**config.mk**
```make
export PLATFORM = sky130hd
export DESIGN_NAME = sub_octave_generator_flat
export DESIGN_NICKNAME = d
export VERILOG_FILES = /design/src/sv/sog_pkg.sv /design/src/sv/sog_stream_if.sv /design/src/sv/sub_octave_generator.sv /design/src/sv/sog_ctrl.sv /design/src/sv/sog_datapath.sv /design/src/flat_wrapper.sv
export VERILOG_INCLUDE_DIRS = /design/src /design/src/sv
export SDC_FILE = /design/constraint.sdc
export NUM_CORES = 2
export LEC_CHECK = 0
export BUFFER_PORTS_ARGS = -buffer_cell sky130_fd_sc_hd__buf_2
export CORE_ASPECT_RATIO = 1.25
export CORE_MARGIN = 2
export CORE_UTILIZATION = 40
export CTS_BUF_LIST = sky130_fd_sc_hd__clkbuf_16
export CTS_CLUSTER_DIAMETER = 60
export DETAILED_ROUTE_END_ITERATION = 10
export PLACE_DENSITY_LB_ADDON = 0.1
export SYNTH_ARGS = -nofsm -noshare
export SYNTH_HDL_FRONTEND = slang
export SYNTH_SLANG_ARGS = --single-unit
```
**constraint.sdc**
```tcl
create_clock -name clock -period 19.1 [get_ports clock]
set_input_delay 1.91 -clock clock [delete_from_list [all_inputs] [get_ports clock]]
set_output_delay 1.91 -clock clock [all_outputs]
set_load 0.05 [all_outputs]
```
**src/sv/sub_octave_generator_assert.svh**
```systemverilog
// Assertion macros for the sub-octave generator, clocked on clock and disabled in reset.
`ifndef SUB_OCTAVE_GENERATOR_ASSERT_SVH
`define SUB_OCTAVE_GENERATOR_ASSERT_SVH

// Check that cond in one cycle implies nxt in the following cycle.
`define SOG_ASSERT_NEXT(name, cond, nxt, msg) \
   name: assert property (@(posedge clock) disable iff (reset) (cond) |=> (nxt)) \
      else $error(msg);

// Check that cond implies consq in the same cycle.
`define SOG_ASSERT_SAME(name, cond, consq, msg) \
   name: assert property (@(posedge clock) disable iff (reset) (cond) |-> (consq)) \
      else $error(msg);

// Check that an expression holds in every cycle out of reset.
`define SOG_ASSERT_ALWAYS(name, cond, msg) \
   name: assert property (@(posedge clock) disable iff (reset) (cond)) \
      else $error(msg);

`endif

```
**src/sv/sog_pkg.sv**
```systemverilog
// Shared types and constants of the sub-octave generator.
package sog_pkg;

   // Register indexes on the csr port
   localparam int CSR_INDEX_WIDTH = 3;
   localparam logic [CSR_INDEX_WIDTH-1:0] CSR_ANALYSIS_COEF = 3'd0;
   localparam logic [CSR_INDEX_WIDTH-1:0] CSR_TONE_COEF     = 3'd1;
   localparam logic [CSR_INDEX_WIDTH-1:0] CSR_DRY_GAIN      = 3'd2;
   localparam logic [CSR_INDEX_WIDTH-1:0] CSR_WET_GAIN      = 3'd3;
   localparam logic [CSR_INDEX_WIDTH-1:0] CSR_THRESHOLD     = 3'd4;

   // Register reset values
   localparam int ANALYSIS_COEF_RESET = 1285;
   localparam int THRESHOLD_RESET     = 8389;

   // Operand selection of the shared multiplier
   localparam logic [1:0] MUL_ANALYSIS = 2'd0;
   localparam logic [1:0] MUL_DRY      = 2'd1;
   localparam logic [1:0] MUL_TONE     = 2'd2;
   localparam logic [1:0] MUL_WET      = 2'd3;

   // Commands from the controller to the datapath
   typedef struct packed {
      logic       load_sample;
      logic       mul_enable;
      logic [1:0] mul_sel;
      logic       update_analysis;
      logic       capture_dry;
      logic       update_tone;
      logic       load_output;
   } sog_cmd_type;

endpackage

```
**src/sv/sog_stream_if.sv**
```systemverilog
// Valid/ready stream interfaces for input samples and mixed output samples.
interface sog_req_if #(
   parameter int SAMPLE_WIDTH = 24
) (
   input logic clock
);
   logic                           valid;
   logic                           ready;
   logic signed [SAMPLE_WIDTH-1:0] sample;

   modport source (input clock, output valid, output sample, input ready);
   modport sink   (input clock, input valid, input sample, output ready);
endinterface

interface sog_rsp_if #(
   parameter int SAMPLE_WIDTH = 24
) (
   input logic clock
);
   logic                           valid;
   logic                           ready;
   logic signed [SAMPLE_WIDTH-1:0] out_sample;

   modport source (input clock, output valid, output out_sample, input ready);
   modport sink   (input clock, input valid, input out_sample, output ready);
endinterface

```
**src/sv/sub_octave_generator.sv**
```systemverilog
// Sub-octave generator: one sample in, one mixed sample out.
// One sample is in work at a time, so a new one is taken only once the last
// result has gone into the output register, which waits while a result is
// still pending there. The single shared multiplier runs four products per
// sample with a level update between them.
// Synchronous reset restores register defaults and clears filter and divider state.
module sub_octave_generator
   import sog_pkg::*;
#(
   parameter int SAMPLE_WIDTH = 24,
   parameter int COEF_WIDTH   = 16,
   localparam int CSR_DATA_WIDTH =
      (COEF_WIDTH > SAMPLE_WIDTH - 1) ? COEF_WIDTH : SAMPLE_WIDTH - 1
) (
   input  logic                       clock,
   input  logic                       reset,
   sog_req_if.sink                    req_stream,
   sog_rsp_if.source                  rsp_stream,
   input  logic                       csr_write_enable,
   input  logic [CSR_INDEX_WIDTH-1:0] csr_index,
   input  logic [CSR_DATA_WIDTH-1:0]  csr_write_data
);

`include "sub_octave_generator_assert.svh"

   sog_cmd_type cmd;
   logic        req_ready;
   logic        rsp_valid;

   // Sequence each transaction through the datapath
   sog_ctrl u_ctrl (
      .clock     (clock),
      .reset     (reset),
      .req_valid (req_stream.valid),
      .req_ready (req_ready),
      .rsp_ready (rsp_stream.ready),
      .rsp_valid (rsp_valid),
      .cmd       (cmd)
   );

   sog_datapath #(
      .SAMPLE_WIDTH   (SAMPLE_WIDTH),
      .COEF_WIDTH     (COEF_WIDTH),
      .CSR_DATA_WIDTH (CSR_DATA_WIDTH)
   ) u_datapath (
      .clock            (clock),
      .reset            (reset),
      .cmd              (cmd),
      .sample           (req_stream.sample),
      .out_sample       (rsp_stream.out_sample),
      .csr_write_enable (csr_write_enable),
      .csr_index        (csr_index),
      .csr_write_data   (csr_write_data)
   );

   assign req_stream.ready = req_ready;
   assign rsp_stream.valid = rsp_valid;

   // A sample in work blocks the next one
   `SOG_ASSERT_NEXT(a_busy_after_accept, req_stream.valid && req_ready, !req_ready, "accepted a second sample while busy")
   // A new result shows up on the output
   `SOG_ASSERT_NEXT(a_result_presented, cmd.load_output, rsp_valid, "result loaded but not presented")
   // Never overwrite a result still waiting to be taken
   `SOG_ASSERT_SAME(a_no_overwrite, cmd.load_output, !rsp_valid || rsp_stream.ready, "pending result overwritten")
   // Sequencer strobes are exclusive
   `SOG_ASSERT_ALWAYS(a_strobes_exclusive, $onehot0({cmd.load_sample, cmd.update_analysis, cmd.capture_dry, cmd.update_tone, cmd.load_output}), "overlapping datapath strobes")

endmodule

```
**src/sv/sog_ctrl.sv**
```systemverilog
// Sequencer that steps one sample through the shared multiplier and output register.
module sog_ctrl
   import sog_pkg::*;
(
   input  logic        clock,
   input  logic        reset,
   input  logic        req_valid,
   output logic        req_ready,
   input  logic        rsp_ready,
   output logic        rsp_valid,
   output sog_cmd_type cmd
);

   localparam logic [2:0] ST_IDLE = 3'd0;
   localparam logic [2:0] ST_ANA  = 3'd1;
   localparam logic [2:0] ST_ANU  = 3'd2;
   localparam logic [2:0] ST_TON  = 3'd3;
   localparam logic [2:0] ST_TNU  = 3'd4;
   localparam logic [2:0] ST_WET  = 3'd5;
   localparam logic [2:0] ST_MIX  = 3'd6;

   logic [2:0] state_ff, state_in;
   logic       rsp_valid_ff, rsp_valid_in;

   // Decode the step into datapath commands
   always_comb begin
      cmd       = '0;
      state_in  = state_ff;
      req_ready = 1'b0;
      case (state_ff)
         ST_IDLE: begin
            req_ready       = 1'b1;
            cmd.load_sample = req_valid;
            if (req_valid) state_in = ST_ANA;
         end
         ST_ANA: begin
            cmd.mul_enable = 1'b1;
            cmd.mul_sel    = MUL_ANALYSIS;
            state_in       = ST_ANU;
         end
         ST_ANU: begin
            cmd.update_analysis = 1'b1;
            cmd.mul_enable      = 1'b1;
            cmd.mul_sel         = MUL_DRY;
            state_in            = ST_TON;
         end
         ST_TON: begin
            cmd.capture_dry = 1'b1;
            cmd.mul_enable  = 1'b1;
            cmd.mul_sel     = MUL_TONE;
            state_in        = ST_TNU;
         end
         ST_TNU: begin
            cmd.update_tone = 1'b1;
            state_in        = ST_WET;
         end
         ST_WET: begin
            cmd.mul_enable = 1'b1;
            cmd.mul_sel    = MUL_WET;
            state_in       = ST_MIX;
         end
         ST_MIX: begin
            // hold until the output register is free
            if (!rsp_valid_ff || rsp_ready) begin
               cmd.load_output = 1'b1;
               state_in        = ST_IDLE;
            end
         end
         default: begin
            state_in = ST_IDLE;
         end
      endcase
   end

   // Set on a new result, drop once the transaction completes
   assign rsp_valid_in = cmd.load_output | (rsp_valid_ff & ~rsp_ready);
   assign rsp_valid    = rsp_valid_ff;

   always_ff @(posedge clock) begin
      if (reset) begin
         state_ff     <= ST_IDLE;
         rsp_valid_ff <= 1'b0;
      end else begin
         state_ff     <= state_in;
         rsp_valid_ff <= rsp_valid_in;
      end
   end

endmodule

```
**src/sv/sog_datapath.sv**
```systemverilog
// Filters, crossing detector, shared multiplier, mixer and register file.
module sog_datapath
   import sog_pkg::*;
#(
   parameter int SAMPLE_WIDTH   = 24,
   parameter int COEF_WIDTH     = 16,
   parameter int CSR_DATA_WIDTH = 24
) (
   input  logic                           clock,
   input  logic                           reset,
   input  sog_cmd_type                    cmd,
   input  logic signed [SAMPLE_WIDTH-1:0] sample,
   output logic signed [SAMPLE_WIDTH-1:0] out_sample,
   input  logic                           csr_write_enable,
   input  logic [CSR_INDEX_WIDTH-1:0]     csr_index,
   input  logic [CSR_DATA_WIDTH-1:0]      csr_write_data
);

   localparam int LW = SAMPLE_WIDTH + 1;   // filter level
   localparam int DW = SAMPLE_WIDTH + 2;   // multiplier sample operand
   localparam int BW = COEF_WIDTH + 1;     // multiplier coefficient operand
   localparam int PW = DW + BW;            // product
   localparam int MW = PW + 1;             // mix sum
   localparam int GF = COEF_WIDTH - 2;     // gain fraction bits

   localparam logic signed [PW-1:0] LEVEL_HALF =
      {{(PW-COEF_WIDTH){1'b0}}, 1'b1, {(COEF_WIDTH-1){1'b0}}};
   localparam logic signed [MW-1:0] MIX_HALF = {{(MW-GF){1'b0}}, 1'b1, {(GF-1){1'b0}}};
   localparam logic signed [MW-1:0] MIX_MAX =
      {{(MW-SAMPLE_WIDTH+1){1'b0}}, {(SAMPLE_WIDTH-1){1'b1}}};
   localparam logic signed [MW-1:0] MIX_MIN =
      {{(MW-SAMPLE_WIDTH+1){1'b1}}, {(SAMPLE_WIDTH-1){1'b0}}};

   logic [COEF_WIDTH-1:0]     acoef_ff, tcoef_ff, dry_ff, wet_ff;
   logic [SAMPLE_WIDTH-2:0]   thr_ff;
   logic signed [SAMPLE_WIDTH-1:0] x_ff;
   logic signed [LW-1:0]      ana_ff, ana_in, tone_ff, tone_in;
   logic                      pol_ff, pol_in, cnt_ff, cnt_in;
   logic signed [PW-1:0]      prod_ff, acc_ff;
   logic signed [SAMPLE_WIDTH-1:0] out_ff, out_in;

   logic signed [DW-1:0]      op_a;
   logic signed [BW-1:0]      op_b;
   logic signed [PW-1:0]      product, level_step;
   logic signed [LW-1:0]      thr_ext, mag, oct;
   logic                      rise;
   logic signed [MW-1:0]      mix_sum, mix_round;

   // Select the multiplier operands for the current step
   assign mag = x_ff[SAMPLE_WIDTH-1] ? -LW'(x_ff) : LW'(x_ff);
   assign oct = pol_ff ? -mag : mag;

   always_comb begin
      case (cmd.mul_sel)
         MUL_ANALYSIS: begin
            op_a = DW'(x_ff) - DW'(ana_ff);
            op_b = signed'({1'b0, acoef_ff});
         end
         MUL_DRY: begin
            op_a = DW'(x_ff);
            op_b = signed'({1'b0, dry_ff});
         end
         MUL_TONE: begin
            op_a = DW'(oct) - DW'(tone_ff);
            op_b = signed'({1'b0, tcoef_ff});
         end
         default: begin
            op_a = DW'(tone_ff);
            op_b = signed'({1'b0, wet_ff});
         end
      endcase
   end

   assign product = op_a * op_b;

   // Round the filter step, ties toward plus infinity
   assign level_step = (prod_ff + LEVEL_HALF) >>> COEF_WIDTH;
   assign ana_in     = ana_ff + level_step[LW-1:0];
   assign tone_in    = tone_ff + level_step[LW-1:0];

   // Detect a rising crossing of the threshold
   assign thr_ext = signed'({2'b00, thr_ff});
   assign rise    = (ana_ff <= thr_ext) && (ana_in > thr_ext);
   assign cnt_in  = cnt_ff ^ rise;
   assign pol_in  = pol_ff ^ (rise & cnt_ff);

   // Mix, round and saturate
   assign mix_sum   = MW'(acc_ff) + MW'(prod_ff);
   assign mix_round = (mix_sum + MIX_HALF) >>> GF;

   always_comb begin
      if (mix_round > MIX_MAX) begin
         out_in = MIX_MAX[SAMPLE_WIDTH-1:0];
      end else if (mix_round < MIX_MIN) begin
         out_in = MIX_MIN[SAMPLE_WIDTH-1:0];
      end else begin
         out_in = mix_round[SAMPLE_WIDTH-1:0];
      end
   end

   assign out_sample = out_ff;

   // Filter and divider state
   always_ff @(posedge clock) begin
      if (reset) begin
         ana_ff  <= '0;
         tone_ff <= '0;
         pol_ff  <= 1'b0;
         cnt_ff  <= 1'b0;
      end else begin
         if (cmd.update_analysis) begin
            ana_ff <= ana_in;
            pol_ff <= pol_in;
            cnt_ff <= cnt_in;
         end
         if (cmd.update_tone) tone_ff <= tone_in;
      end
   end

   // Register file
   always_ff @(posedge clock) begin
      if (reset) begin
         acoef_ff <= COEF_WIDTH'(ANALYSIS_COEF_RESET);
         tcoef_ff <= '0;
         dry_ff   <= '0;
         wet_ff   <= '0;
         thr_ff   <= (SAMPLE_WIDTH-1)'(THRESHOLD_RESET);
      end else if (csr_write_enable) begin
         case (csr_index)
            CSR_ANALYSIS_COEF: acoef_ff <= csr_write_data[COEF_WIDTH-1:0];
            CSR_TONE_COEF:     tcoef_ff <= csr_write_data[COEF_WIDTH-1:0];
            CSR_DRY_GAIN:      dry_ff   <= csr_write_data[COEF_WIDTH-1:0];
            CSR_WET_GAIN:      wet_ff   <= csr_write_data[COEF_WIDTH-1:0];
            CSR_THRESHOLD:     thr_ff   <= csr_write_data[SAMPLE_WIDTH-2:0];
            default: begin
            end
         endcase
      end
   end

   // Payload registers
   always_ff @(posedge clock) begin
      if (cmd.load_sample) x_ff <= sample;
      if (cmd.mul_enable)  prod_ff <= product;
      if (cmd.capture_dry) acc_ff <= prod_ff;
      if (cmd.load_output) out_ff <= out_in;
   end

endmodule

```
**src/flat_wrapper.sv**
```systemverilog
// flat-port wrapper written by rule: the top's interface ports become plain ports
module sub_octave_generator_flat import sog_pkg::*;
#(
   parameter int SAMPLE_WIDTH = 24,
   parameter int COEF_WIDTH   = 16,
   localparam int CSR_DATA_WIDTH =
      (COEF_WIDTH > SAMPLE_WIDTH - 1) ? COEF_WIDTH : SAMPLE_WIDTH - 1
)
  (clock, reset, csr_write_enable, csr_index, csr_write_data, req_stream_valid, req_stream_sample, req_stream_ready, rsp_stream_valid, rsp_stream_out_sample, rsp_stream_ready);
  sog_req_if #(.SAMPLE_WIDTH(SAMPLE_WIDTH)) req_stream_i (.clock(clock));
  sog_rsp_if #(.SAMPLE_WIDTH(SAMPLE_WIDTH)) rsp_stream_i (.clock(clock));
  input  logic clock;
  input  logic reset;
  input  logic csr_write_enable;
  input  logic [CSR_INDEX_WIDTH-1:0] csr_index;
  input  logic [CSR_DATA_WIDTH-1:0] csr_write_data;
  input wire logic [$bits(req_stream_i.valid)-1:0] req_stream_valid;
  input wire logic [$bits(req_stream_i.sample)-1:0] req_stream_sample;
  output wire logic [$bits(req_stream_i.ready)-1:0] req_stream_ready;
  output wire logic [$bits(rsp_stream_i.valid)-1:0] rsp_stream_valid;
  output wire logic [$bits(rsp_stream_i.out_sample)-1:0] rsp_stream_out_sample;
  input wire logic [$bits(rsp_stream_i.ready)-1:0] rsp_stream_ready;
  assign req_stream_i.valid = req_stream_valid;
  assign req_stream_i.sample = req_stream_sample;
  assign req_stream_ready = req_stream_i.ready;
  assign rsp_stream_valid = rsp_stream_i.valid;
  assign rsp_stream_out_sample = rsp_stream_i.out_sample;
  assign rsp_stream_i.ready = rsp_stream_ready;
  sub_octave_generator #(.SAMPLE_WIDTH(SAMPLE_WIDTH), .COEF_WIDTH(COEF_WIDTH)) u_core (.clock(clock), .reset(reset), .req_stream(req_stream_i), .rsp_stream(rsp_stream_i), .csr_write_enable(csr_write_enable), .csr_index(csr_index), .csr_write_data(csr_write_data));
endmodule
```
==> reports/qor.yml <==
logic_synthesis:
  synthFlopType: "dfxtp_1"
  synth_cell_types: 94
  async_flop_share: 0
  syn_area_sq_um: 35800
  yosysTopAreaCell: "fa_1"
  synth_area_leaders: "fa_1 (23%), ha_1 (12%), edfxtp_1 (11%)"
  synth_nets: 4971
  yosysWarnings: 0
  syn_inst: 4174
  ys_seq_area_frac: 0.192
  synth_seq_cells: 277
  synth_top_area_frac: 0.225
  synth_edf_count: 134
  avgSynthCellArea_sq_um: 8.57
floorplanning:
  die_w_microns: 272
  io_pins: 81
  design.core.area_sq_um: 88500
  dieArea_sq_um: 91900
  die-height_microns: 338
  initial_core_util: 0.404
  rows: 122
routing:
  vias: 28900
  met2_wirelength_microns: 55700
  via_per_inst: 5.37
  drtIter0Drc: 1996
  met1_length_microns: 50000
  drtPass1Iterations: 5
  drtAntennaViolNets: 0
  drcViolationCount: 0
  met3WireLength_microns: 5180
  highest_layer: "met4"
  routedWlPerCell_microns: 21.3
  drt_wl_total_microns: 115000
final_layout:
  finish.utilization: 0.437
  nNetsFinal: 4981
  syn2layout_area_growth_pct: 8.07
  layout-drive-gt1-share: 0.0653
  layout.cells.most_common: "nand2_1"
  final_cell_mix: "nand2_1 (661), inv_1 (644), fa_1 (403), ha_1 (339), a21oi_1 (277)"
  antenna_cells: 0
clocking:
  ctsHoldBuffers: 0
  cts-root-buf: "clkbuf_16"
  cts_tree: "yes"
  cts_made_buffers: 34
  clockBufferDepth: 3
  cts-resized-gates: 0
  htreeDepth: 2
  clock_sinks: 277
  clk_latency_ps: 570
  cts_setup_buffers: 0
  clkTransAtPathRegs_ps: 60
timing:
  setup_violations: 0
  tns_ps: 0
  grt_setup_unrepaired: "no"
  drv_slew: 0
  fin_skew_ps: 28.4
  fin_crit_ps: 11790
  max_slew_margin: 0.269
  hold_viol_final: 0
  max_freq_ghz: 0.0848
  period_share: 0.617
  tightest_slew_ps: 1100
critical_path:
  r2r-end: "u_core.u_datapath.prod_ff[39]$_DFFE_PP_"
  reg2regPathDepth: 45
  cp.required_ps: 19420
  cp-startpoint: "u_core.u_datapath.x_ff[0]$_DFFE_PP_"
  cp-end-kind: "flip-flop"
  crit_path_max_fanout: 13
  max_stage_delay_ps: 620
  crit_top_cell: "fa_1"
  crit_end: "u_core.u_datapath.prod_ff[39]$_DFFE_PP_"
  startpoint_type: "flip-flop"
  crit_arrival_ps: 12110
  critPathKind: "flip-flop to flip-flop"
  worst-path-stages: 45
  cp.buffers_inverters: 5
  path_delay_family: "adder cells"
  reg2reg_slack_ps: 7310
  r2r-start: "u_core.u_datapath.x_ff[0]$_DFFE_PP_"
  cp_slowest_cell: "a311oi_1"
global_route:
  grt_pass1_vias: 29300
  grt_use_total: 0.251
  antenna_found_initial: 3
  gr-total-overflow: 0
  grt_max_degree: 79
  grt_pass1_wl_microns: 177000
placed_design:
  portBuffers: 80
  finalWeightedCongestion: 0.903
  dp_hpwl_microns: 91100
run:
  maxCapViolations: 0
worst_hold_path:
  hold_class: "flip-flop to flip-flop"
  hp-start: "u_core.u_datapath.thr_ff[12]$_SDFFE_PP0P_"
run_status:
  status: "complete, no violations"
## worst reg2reg max path, delay by kind of cell, from the launching register on
family / cells / cell delay [ps]
xor+xnor: 2 / 260
flops: 1 / 500
buf+inv: 5 / 600
fa+ha+maj: 9 / 3900
simple gates: 14 / 2490
compound gates: 15 / 3820
## how the worst min path moves through the flow
| stage | to | slack (ps) | cells after the start |
|---|---|---|---|
| 3_5_place_dp | u_core.u_datapath.dry_ff[9]$_SDFFE_PP0P_ | 450 | 2 |
| 6_report | u_core.u_datapath.thr_ff[12]$_SDFFE_PP0P_ | 450 | 2 |
| 2_1_floorplan | u_core.u_datapath.acc_ff[13]$_DFFE_PP_ | 430 | 0 |
| 3_3_place_gp | u_core.u_datapath.dry_ff[14]$_SDFFE_PP0P_ | 440 | 2 |
| 4_1_cts | u_core.u_datapath.dry_ff[9]$_SDFFE_PP0P_ | 450 | 2 |
| 5_1_grt | u_core.u_datapath.thr_ff[5]$_SDFFE_PP0P_ | 470 | 2 |
## kinds of logic (layout without fill, tap and decap cells)
logic type      Yosys count  after routing  share of synthesized area
compound gates          778            778                      0.141
xor+xnor                219            219                     0.0536
fa+ha+maj               743            743                      0.344
buf+inv                 808            843                     0.0858
flops                   277            277                      0.192
mux                      79             79                     0.0227
simple gates           1270           1270                      0.160
## area by class of cell
class,count,area [sq um]
Fill cell,9049,49900
Multi-Input combinational cell,3089,25900
Sequential cell,277,6890
Inverter,639,2400
Tap cell,1178,1470
Clock buffer,35,876
Timing Repair Buffer,143,876
Clock inverter,26,231
## registers in the layout, indices dropped and copies added, names as in the netlist, 3 cells and up
register	count
u_core.u_datapath.acc_ff	43
u_core.u_datapath.prod_ff	43
u_core.u_datapath.ana_ff	25
u_core.u_datapath.tone_ff	25
u_core.u_datapath.out_sample	24
u_core.u_datapath.x_ff	24
u_core.u_datapath.thr_ff	23
u_core.u_datapath.acoef_ff	16
u_core.u_datapath.dry_ff	16
u_core.u_datapath.tcoef_ff	16
u_core.u_datapath.wet_ff	16
u_core.u_ctrl.state_ff	3
## stage by stage
stage                     instances  instance area (sq um)  hold WS, ps  setup WS, ps
final                          5387                  38700          453          7310
after global routing           5387                  38700          468          6500
after CTS                      5387                  38700          454          7320
after detailed placement       5326                  37600          446          7380
after global placement         5326                  37600          441          7590
after floorplan                4174                  35800          426          8110
## routing by layer
layer  global-route usage  up-vias
met5                    0        -
met4               0.0781        0
met3               0.0190      155
met2                0.432      736
met1                0.336    14300
li1                     -    13700
## synthesized netlist by cell type (all sizes together), types with 57 or more instances
master / count
a21o: 97
clkbuf: 138
xor2: 72
ha: 339
nand3: 57
a21oi: 281
xnor2: 147
inv: 639
o21ai: 138
nand2: 663
mux2i: 61
fa: 403
edfxtp: 134
dfxtp: 143
and2: 69
nor2: 209
Power is not shown: default switching activity piles up to over one toggle a cycle in this logic, so the estimate is an artifact.
